--- src/hw/rtl/vertex_attribute_transform_top_macros.svh ---
// ----------------------------------------------------------------------------
// vertex attribute transform assertion macros
// property wrappers clocked on clk_i and disabled during reset
// ----------------------------------------------------------------------------
`ifndef VERTEX_ATTRIBUTE_TRANSFORM_TOP_MACROS_SVH
`define VERTEX_ATTRIBUTE_TRANSFORM_TOP_MACROS_SVH

// consequent must hold whenever antecedent holds
`define VAT_ASSERT_IMPL(lbl, ante, cons, msg) \
  lbl: assert property (@(posedge clk_i) disable iff (!rst_ni) (ante) |-> (cons)) \
    else $error(msg);

// condition must never hold
`define VAT_ASSERT_NEVER(lbl, cond, msg) \
  lbl: assert property (@(posedge clk_i) disable iff (!rst_ni) !(cond)) \
    else $error(msg);

`endif

--- src/hw/rtl/vat_pkg.sv ---
// ----------------------------------------------------------------------------
// vat_pkg
// shared types, constants and helpers of the vertex attribute transform
// ----------------------------------------------------------------------------
`default_nettype none

package vat_pkg;

  localparam int unsigned AddrW     = 6;
  localparam int unsigned DataW     = 64;
  localparam int unsigned SqrtSteps = 32;
  localparam int unsigned DivSteps  = 15;
  // products, round, squares, sum, root, numerator, divide, sign
  localparam int unsigned DirLat    = 4 + SqrtSteps + 1 + DivSteps + 1;

  localparam logic [47:0]        Len2Min     = 48'd43;
  localparam logic signed [15:0] UnitQ14     = 16'sd16384;
  localparam logic [1:0]         TanSignNone = 2'b00;
  localparam logic [1:0]         TanSignPos  = 2'b01;
  localparam logic [1:0]         TanSignNeg  = 2'b11;

  typedef enum logic [2:0] {
    REG_WORLD0 = 3'd0,
    REG_WORLD1 = 3'd1,
    REG_WORLD2 = 3'd2,
    REG_TXY    = 3'd3,
    REG_TZ     = 3'd4,
    REG_NRM0   = 3'd5,
    REG_NRM1   = 3'd6,
    REG_NRM2   = 3'd7
  } reg_idx_e;

  typedef struct packed {
    logic [2:0][47:0] world;
    logic [47:0]      txy;
    logic [23:0]      tz;
    logic [2:0][47:0] nrm;
  } cfg_t;

  typedef struct packed {
    logic ld;   // first stage takes a new item
    logic adv;  // all later stages advance
  } pipe_ctrl_t;

  function automatic logic signed [15:0] mat_entry(logic [47:0] row, logic [1:0] col);
    logic signed [15:0] e;
    case (col)
      2'd0:    e = row[47:32];
      2'd1:    e = row[31:16];
      default: e = row[15:0];
    endcase
    return e;
  endfunction

endpackage

`default_nettype wire

--- src/hw/rtl/vat_regs.sv ---
// ----------------------------------------------------------------------------
// vat_regs
// apb register file holding world, translation and normal matrices
// ----------------------------------------------------------------------------
`default_nettype none

module vat_regs (
  input  logic                        clk_i,
  input  logic                        rst_ni,
  input  logic                        psel,
  input  logic                        penable,
  input  logic                        pwrite,
  input  logic [vat_pkg::AddrW-1:0]   paddr,
  input  logic [vat_pkg::DataW-1:0]   pwdata,
  output logic [vat_pkg::DataW-1:0]   prdata,
  output logic                        pready,
  output vat_pkg::cfg_t               cfg_o
);

  logic [2:0][47:0] world_q;
  logic [47:0]      txy_q;
  logic [23:0]      tz_q;
  logic [2:0][47:0] nrm_q;
  logic             wr;
  vat_pkg::reg_idx_e idx;

  assign wr     = psel & penable & pwrite;
  assign idx    = vat_pkg::reg_idx_e'(paddr[5:3]);
  assign pready = 1'b1;

  always_ff @(posedge clk_i or negedge rst_ni) begin
    if (!rst_ni) begin
      // row 2 first, row 0 last
      world_q <= {48'h0000_0000_1000, 48'h0000_1000_0000, 48'h1000_0000_0000};
      nrm_q   <= {48'h0000_0000_1000, 48'h0000_1000_0000, 48'h1000_0000_0000};
      txy_q   <= '0;
      tz_q    <= '0;
    end else if (wr) begin
      unique case (idx)
        vat_pkg::REG_WORLD0: world_q[0] <= pwdata[47:0];
        vat_pkg::REG_WORLD1: world_q[1] <= pwdata[47:0];
        vat_pkg::REG_WORLD2: world_q[2] <= pwdata[47:0];
        vat_pkg::REG_TXY:    txy_q      <= pwdata[47:0];
        vat_pkg::REG_TZ:     tz_q       <= pwdata[23:0];
        vat_pkg::REG_NRM0:   nrm_q[0]   <= pwdata[47:0];
        vat_pkg::REG_NRM1:   nrm_q[1]   <= pwdata[47:0];
        vat_pkg::REG_NRM2:   nrm_q[2]   <= pwdata[47:0];
        default: ;
      endcase
    end
  end

  always_comb begin
    unique case (idx)
      vat_pkg::REG_WORLD0: prdata = 64'(world_q[0]);
      vat_pkg::REG_WORLD1: prdata = 64'(world_q[1]);
      vat_pkg::REG_WORLD2: prdata = 64'(world_q[2]);
      vat_pkg::REG_TXY:    prdata = 64'(txy_q);
      vat_pkg::REG_TZ:     prdata = 64'(tz_q);
      vat_pkg::REG_NRM0:   prdata = 64'(nrm_q[0]);
      vat_pkg::REG_NRM1:   prdata = 64'(nrm_q[1]);
      vat_pkg::REG_NRM2:   prdata = 64'(nrm_q[2]);
      default:             prdata = '0;
    endcase
  end

  assign cfg_o.world = world_q;
  assign cfg_o.txy   = txy_q;
  assign cfg_o.tz    = tz_q;
  assign cfg_o.nrm   = nrm_q;

endmodule

`default_nettype wire

--- config.mk ---
export PLATFORM = sky130hd
export DESIGN_NAME = vat_regs
export DESIGN_NICKNAME = d
export VERILOG_FILES = /design/src/hw/rtl/vertex_attribute_transform_top_macros.svh /design/src/hw/rtl/vat_pkg.sv /design/src/hw/rtl/vat_regs.sv
export SDC_FILE = /design/constraint.sdc
export NUM_CORES = 1
export LEC_CHECK = 0
export BUFFER_PORTS_ARGS = -buffer_cell sky130_fd_sc_hd__buf_2
export CAP_MARGIN = 20
export CORE_MARGIN = 2
export CORE_UTILIZATION = 40
export DETAILED_ROUTE_END_ITERATION = 12
export MAX_ROUTING_LAYER = met4
export PLACE_DENSITY = 0.65
export SYNTH_ARGS = -nofsm -noshare
export SYNTH_HDL_FRONTEND = slang
export SYNTH_SLANG_ARGS = --single-unit
--- constraint.sdc ---
create_clock -name clk_i -period 1.1 [get_ports clk_i]
set_clock_uncertainty 0.15 [all_clocks]
set_input_delay 0 -clock clk_i [delete_from_list [all_inputs] [get_ports clk_i]]
set_output_delay 0 -clock clk_i [all_outputs]
set_load 0.02 [all_outputs]
* Word level (Yosys, flattened, before mapping) *
Index checks and enable logic that the tools add are counted.

word-level totals
  flip-flop bits (word level) = 360
  bits of input ports = 75

cells by class
  equality and inequality tests = 7
  multiplexer cells = 1
  bitwise operators = 2
  reduce and logical (&&, ||, !) cells = 9

operators by type and width
  operator                                       count
  case mux 64 bit (8 select lines)               1
  AND reduction 2 bit                            8
  == test 3 bit, second input constant           4
  == test 3 x 2 -> 1 bit, second input constant  2
  == test 3 x 1 -> 1 bit, second input constant  1
  zero test 3 bit                                1
  bitwise AND 1 bit                              2

* Longest topological paths before layout *
Gate-level depths: netlist of the first run.

  depth after elaboration = 3
  gate-level depth with buffers = 7
  depth with buffers taken out = 4

* Worst setup path after synthesis of the first run *
Ideal clock, no wire load.

  path kind = register -> output
  from = register nrm_q, in the netlist cfg_o[139]
  to = output prdata[43] (netlist name)
  data arrival time = 1.276 ns
  setup slack = -0.326 ns
  stages on the path, launching flop included = 4
  path buffers = 0
  cells stage by stage = dfrtp_1 -> mux2i_1 -> a211o_1 -> a41oi_1

between the ends
  word-level cells in the longest chain between the ends = 1

RTL lines
  item                              line            source
  start: declaration                vat_regs.sv:23  logic [2:0][47:0] nrm_q;
  start signal: assignment          vat_regs.sv:35  nrm_q <= {48'h0000_0000_1000, 48'h0000_1000_0000, 48'h1000_0000_0000};
  case mux 64 bit (8 select lines)  vat_regs.sv:54  unique case (idx)
  end: declaration                  vat_regs.sv:15  output logic [vat_pkg::DataW-1:0] prdata,

Every way passes these cells. The select of a mux whose other input is x is not followed.

* Worst setup path after layout of the first run *
  from = register nrm_q, in the netlist cfg_o[36]
  to = output prdata[36] (netlist name)

The elaborated chain is that of the path after synthesis.

==> flow_summary_export.csv, run 1 <==
group,metric,value,unit
yosys,yosysUniqueCellTypes,44,
die,die_h,208,microns
run_status,violations,"setup timing",
critical_path,worstSetupStartpoint,"cfg_o[36]",
routing,drtAntennaViolNets,0,
cells_and_area,utilization,73.1,%
critical_path,reg2reg_setup_slack,-210,ps
placement,port_buffers,463,
sta,rsz0062_at_grt,"true",
critical_path,cp-start-kind,"flip-flop",
critical_path,cp_cell_sequence,"nor3b_1 > o32a_1 > buf_6",
critical_path,rr_worst_depth,4,
sta,setup_viol,480,
die,core-area,40900,sq um
yosys,ys_warn_count,0,
die,ioPinCount,500,
sta,period_share,188,%
cells_and_area,nNetsFinal,2304,
clock_network,cts_tree,"done",
cells_and_area,layoutNonFillerInstCount,2796,
cells_and_area,drive_gt1_share,67.2,%
clock_network,numCtsBuffers,42,
routing,vias,15533,
sta,worstMarginPinSlew,630,ps
placement,dp.cells,2592,
sta,maxSlewViolCount,0,
critical_path,critPathKind,"flip-flop to output pin",
die,rows,74,
global_route,grt_pass1_wl,105,mm
placement,dp_hpwl,44.8,mm
sta,fmax,484,MHz
pwr,power.internal,38300,uW
cells_and_area,area_growth,79.9,%
global_route,overflow,0,
critical_path,arrival,1920,ps
pwr,combPwrFrac,42.1,%
critical_path,path_max_fanout,2,
global_route,track_usage,32.6,%
global_route,grt_pass1_vias,16638,
pwr,pwr-share-seq,31.9,%
pwr,leakage,0.0141,uW
critical_path,regToRegEndpoint,"cfg_o[30]",
pwr,p_per_area,1910,nW/um^2
clock_network,cts.sinks,360,
routing,routed_wl,72.4,mm
critical_path,slowest_stage,"nor3b_1",
yosys,synth_top_area_share,53.3,%
pwr,vdd_drop_max,0.00160,V
sta,slew_headroom,57.9,%
yosys,yosys-top-cells-area,"dfrtp_1 53%, mux2_2 22%, mux2i_1 3.1%",
global_route,antenna_found_initial,2,
clock_network,root_buffer,"clkbuf_16",
global_route,grt_max_degree,52,
placement,place_congestion,0.908,
die,fp.dieArea,43200,sq um
critical_path,crit_end,"prdata[36]",
routing,drc,0,
critical_path,crit_path_max_incr_delay,550,ps
pwr,p_sw_share,32.7,%
die,initial_utilization,40.6,%
job,maxCapViolCount,0,
yosys,synth.avg_cell_area,12.8,sq um
cells_and_area,seq_area,9050,sq um
sta,hold_violations,0,
pwr,clkPwrFrac,26.0,%
die,dieWidth,208,microns
sta,period_needed,2070,ps
cells_and_area,multi_input_area,8270,sq um
critical_path,end_kind,"output pin",
critical_path,critical_path_required,950,ps
routing,first_pass_iters,5,
routing,drtIter0Drc,970,
pwr,netSwitchingPower,18600,uW
sta,setup_ws,-968,ps
cells_and_area,fillers,2476,
yosys,syn_inst,1299,
run_status,outcome,"finished with violations",
clock_network,cts_buffer_depth,3,
routing,viasPerCell,5.56,
clock_network,clkTransAtPathRegs,60,ps
critical_path,reg2reg_from,"cfg_o[30]",
routing,avgRoutedWirePerCell,25.9,microns
clock_network,ctsHtreeMaxLevel,2,
yosys,ys_ff_latch,360,
yosys,seq_area_frac_synth,54.2,%
yosys,synth_top_cell_by_area,"dfrtp_1",
hold_path,min_path_type,"input port to flip-flop",
yosys,syn_area,16600,sq um
clock_network,clk_latency,560,ps
==> registers in the layout, summed over array words and instances (netlist names) <==
| register | flops |
|---|---|
| tz_q | 24 |
| cfg_o | 288 |
| txy_q | 48 |
==> critical path, delay by kind of cell (launching register included) <==
family	cells	cell delay, ps
buffers and inverters	1	140
AO/OA/AOI/OAI	1	320
AND/OR/NAND/NOR	1	550
flip-flops	1	360
==> cells in the final DEF, fill, tap and decap left out, types with 13 or more instances in the layout <==
master,netlist,final
buf_6,7,663
dfrtp_1,354,325
mux2_2,329,234
mux2_4,0,121
buf_4,41,120
buf_2,35,97
buf_12,0,52
nand2_1,54,50
dlygate4sd3_1,0,50
mux2i_1,52,48
clkbuf_16,0,45
o21ai_1,1,44
nor2_1,48,40
nand3_1,34,31
o21ai_0,79,30
dfrtp_2,0,29
a31oi_4,0,28
o211ai_1,17,17
conb_1,2,17
or2_4,1,16
a21oi_1,19,14
clkbuf_8,0,13
==> area by class of cell <==
class | count | share of cell area (%)
multi-input combinational | 835 | 27.7
sequential | 360 | 30.3
antenna | 2 | 0.0167
inverter | 7 | 0.113
clock inverter | 9 | 0.402
timing repair buffer | 983 | 34.8
tap | 532 | 2.23
clock buffer | 68 | 4.49
==> kinds of logic (layout without fill, tap and decap cells) <==
family / count (synthesis) / in the layout / share of synthesized area (%)
compound gates: 216 / 216 / 8.42
flops: 360 / 360 / 54.2
other cells: 2 / 19 / 0.0452
simple gates: 192 / 192 / 5.70
buf+inv: 119 / 1067 / 4.19
mux: 410 / 410 / 27.4
==> cell usage after synthesis, drive strengths merged <==
| cell | instances |
|---|---|
| dfrtp | 354 |
| o22ai | 3 |
| a22o | 11 |
| a21o | 2 |
| o21ai | 80 |
| a21boi | 17 |
| o211ai | 17 |
| nand2 | 55 |
| buf | 87 |
| o22a | 7 |
| a32o | 5 |
| a22oi | 8 |
| a21oi | 19 |
| mux2i | 52 |
| nor3b | 5 |
| nand4 | 4 |
| a211o | 2 |
| nor2 | 52 |
| nand2b | 10 |
| nor2b | 11 |
| a31oi | 28 |
| a41oi | 4 |
| conb | 2 |
| nand3b | 3 |
| or2 | 18 |
| clkbuf | 25 |
| o32a | 5 |
| dfstp | 6 |
| a221oi | 8 |
| inv | 7 |
| mux2 | 358 |
| nand3 | 34 |
==> worst min-delay path by stage <==
stage               cells past startpoint     start  slack, ps         end
global placement                        1    rst_ni       -270   txy_q[29]
finish                                  6  paddr[4]         10  cfg_o[318]
floorplan                               0    rst_ni       -450    cfg_o[0]
detailed placement                      1    rst_ni       -270  cfg_o[300]
CTS                                     6  paddr[4]        -10  cfg_o[329]
global route                            6  paddr[4]         20  cfg_o[335]
==> through the flow <==
step           hold slack (ps)  setup WS [ps]  area, sq um  total power (uW)  TNS (ps)
2_1_floorplan             -446           -275        18000             26200    -75590
3_3_place_gp              -272           -470        23700             34600   -156680
3_5_place_dp              -270           -461        23700             35000   -162170
4_1_cts                  -9.98           -854        29200             55400   -126760
5_1_grt                   22.7           -967        29900             58800   -142740
6_report                  9.68           -968        29900             57000   -130010
==> power groups by stage <==
stage                     Clock (uW)  Combinational, uW  Sequential [uW]
after floorplan                    0               5120            21100
after global placement             0              17000            17600
after detailed placement           0              17300            17700
after CTS                      14800              22700            17900
after global routing           15400              25000            18400
final                          14800              24000            18200
==> what timing repair did <==
| item | in CTS | in global routing |
|---|---|---|
| buffers inserted | 111 | 125 |
| hold buffers | 51 | 0 |
| endpoints found under the setup margin | 408 | 433 |
| endpoints found under the hold margin | 720 | 0 |
| pin swaps | 39 | 34 |
| resized for setup | 1063 | 152 |
==> metal layers <==
layer	GRT usage (%)	vias up	share of wire (%)	wire, microns
li1	-	6560	-	-
met1	39.1	7911	38	27600
met2	54.1	856	50	36000
met3	7.43	206	8.3	6000
met4	11.1	0	3.9	2850
met5	-	-	0	0
(Power assumes the default switching activity.)
==> run 2: changes to the inputs <==
CORE_ASPECT_RATIO = 0.75   (was default)
CTS_BUF_LIST = sky130_fd_sc_hd__clkbuf_4   (was default)
==> run 2 against run 1 <==
Against the previous run:
- the flow finishes with violations (hold timing, setup timing)
- setup slack lost 130 ps
- fmax shrank 5.8%
- critical endpoint is now prdata[29]
- via count grew 4.9%
- total power shrank 3.5%
- largest cell class unchanged
- sequential share of layout area shrank 0.060 points
==> flow_summary_export.csv, run 2 (synthesis results as in run 1) <==
group,metric,value,unit
critical_path,path_max_fanout,2,
die,dieWidth,239,microns
critical_path,critical_path_required,950,ps
job,maxCapViolCount,0,
pwr,p_per_area,1840,nW/um^2
critical_path,slowest_stage,"dfrtp_1",
hold_path,min_path_type,"input port to flip-flop",
global_route,overflow,0,
sta,slew_headroom,33.7,%
routing,viasPerCell,5.50,
critical_path,cp_cell_sequence,"nand2b_4 > a32o_2 > o32a_1 > buf_6",
routing,drtIter0Drc,1096,
critical_path,cp-start-kind,"flip-flop",
die,die_h,181,microns
cells_and_area,layout_common_cells,"630 x buf_6, 323 x dfrtp_1, 235 x mux2_2",
critical_path,reg2reg_from,"cfg_o[317]",
sta,worstMarginPinSlew,991,ps
clock_network,cts_buffer_depth,3,
routing,routed_wl,74.6,mm
die,initial_utilization,40.6,%
routing,first_pass_iters,5,
cells_and_area,drive_gt1_share,67.2,%
global_route,track_usage,34.2,%
sta,hold_violations,360,
die,fp.dieArea,43200,sq um
sta,setup_ws,-1100,ps
cells_and_area,seq_area,9050,sq um
die,core-area,40900,sq um
global_route,grt_pass1_vias,17210,
clock_network,clk_latency,770,ps
cells_and_area,fillers,2476,
placement,dp_hpwl,44.3,mm
critical_path,arrival,2050,ps
critical_path,crit_path_max_incr_delay,400,ps
sta,setup_viol,1079,
routing,avgRoutedWirePerCell,25.2,microns
sta,period_needed,2200,ps
sta,holdWs,-174,ps
critical_path,worstSetupStartpoint,"cfg_o[293]",
clock_network,numCtsBuffers,93,
routing,vias,16298,
cells_and_area,utilization,73.2,%
clock_network,clkTransAtPathRegs,70,ps
cells_and_area,nNetsFinal,2397,
cells_and_area,largest_register_ffs,288,
clock_network,cts_tree,"done",
hold_path,holdPathStages,5,
pwr,leakage,0.0142,uW
global_route,grt_pass1_wl,108,mm
cells_and_area,layoutNonFillerInstCount,2961,
global_route,antenna_found_initial,3,
run_status,outcome,"finished with violations",
hold_path,hp-start,"penable",
placement,port_buffers,463,
sta,maxSlewViolCount,0,
cells_and_area,multi_input_area,8270,sq um
pwr,vdd_drop_max,0.00119,V
routing,drtAntennaViolNets,0,
clock_network,cts.sinks,360,
sta,fmax,455,MHz
die,rows,64,
routing,drc,0,
critical_path,end_kind,"output pin",
critical_path,rr_worst_depth,4,
placement,dp.cells,2603,
sta,period_share,200,%
sta,fin_tns_setup,-389600,ps
run_status,violations,"hold timing, setup timing",
cells_and_area,area_growth,80.3,%
pwr,p_total,55000,uW
placement,place_congestion,0.907,
cells_and_area,final_common_cell,"buf_6",
sta,rsz0062_at_grt,"true",
clock_network,root_buffer,"clkbuf_4",
die,ioPinCount,500,
critical_path,critPathKind,"flip-flop to output pin",
clock_network,ctsHtreeMaxLevel,3,
global_route,grt_max_degree,69,
run 2: cell types whose count changed in the layout (fill, tap and decap cells not counted), sizes merged:
cell / change
dlygate4sd3: +48
buf: -6
diode: +2
clkinv: +10
clkbuf: +82
run 2: final cells by class:
type / instances / share of cell area [%]
multi-input cells: 835 / 27.6
diodes: 4 / 0.0334
clock buffers: 150 / 3.76
clock inverters: 19 / 0.543
repair buffers: 1025 / 35.4
well taps: 561 / 2.34
inverters: 7 / 0.113
flip-flops and latches: 360 / 30.2
run 2: per-stage QoR:
stage	instance area, sq um	setup slack (ps)
2_1_floorplan	18000	-275
3_3_place_gp	23500	-475
3_5_place_dp	23500	-488
4_1_cts	29200	-1100
5_1_grt	30000	-1200
6_report	30000	-1100
run 2: path summary, 6_finish.rpt:
| check | end | slack (ps) |
|---|---|---|
| min | tz_q[23] | -170 |
| max | prdata[29] | -1100 |
| max in group asynchronous | cfg_o[105] | -610 |
| min in group asynchronous | cfg_o[258] | 360 |
| min reg2reg | cfg_o[237] | 390 |
| max reg2reg | cfg_o[317] | -200 |
run 2: report_power, final:
group / internal, uW / switching (uW) / total, uW
logic: 13200 / 10600 / 23800
registers: 15900 / 2270 / 18200
clock network: 6860 / 6120 / 13000
total: 36000 / 19000 / 55000
run 2: repair_timing:
item | in CTS | in global routing
setup endpoints to repair | 408 | 872
buffers inserted | 96 | 132
pin swaps | 49 | 48
cloned | 0 | 0
endpoints found under the hold margin | 720 | 656
hold buffers | 98 | 1
gates resized for setup | 1020 | 147
run 2: metal layers:
metal  track usage (%)  vias to the layer above  routed length (microns)
li1                  -                     6812                        -
met1              42.2                     8289                    29300
met2              52.5                      933                    35400
met3              8.15                      264                     5690
met5                 -                        -                        0
met4              17.3                        0                     4160
run 2: worst max-delay path: cells and delay by family, from the launching register on:
| family | cells | cell delay (ps) |
|---|---|---|
| AND/OR/NAND/NOR | 1 | 150 |
| flip-flops | 1 | 400 |
| AO/OA/AOI/OAI | 2 | 610 |
| buffers and inverters | 1 | 140 |
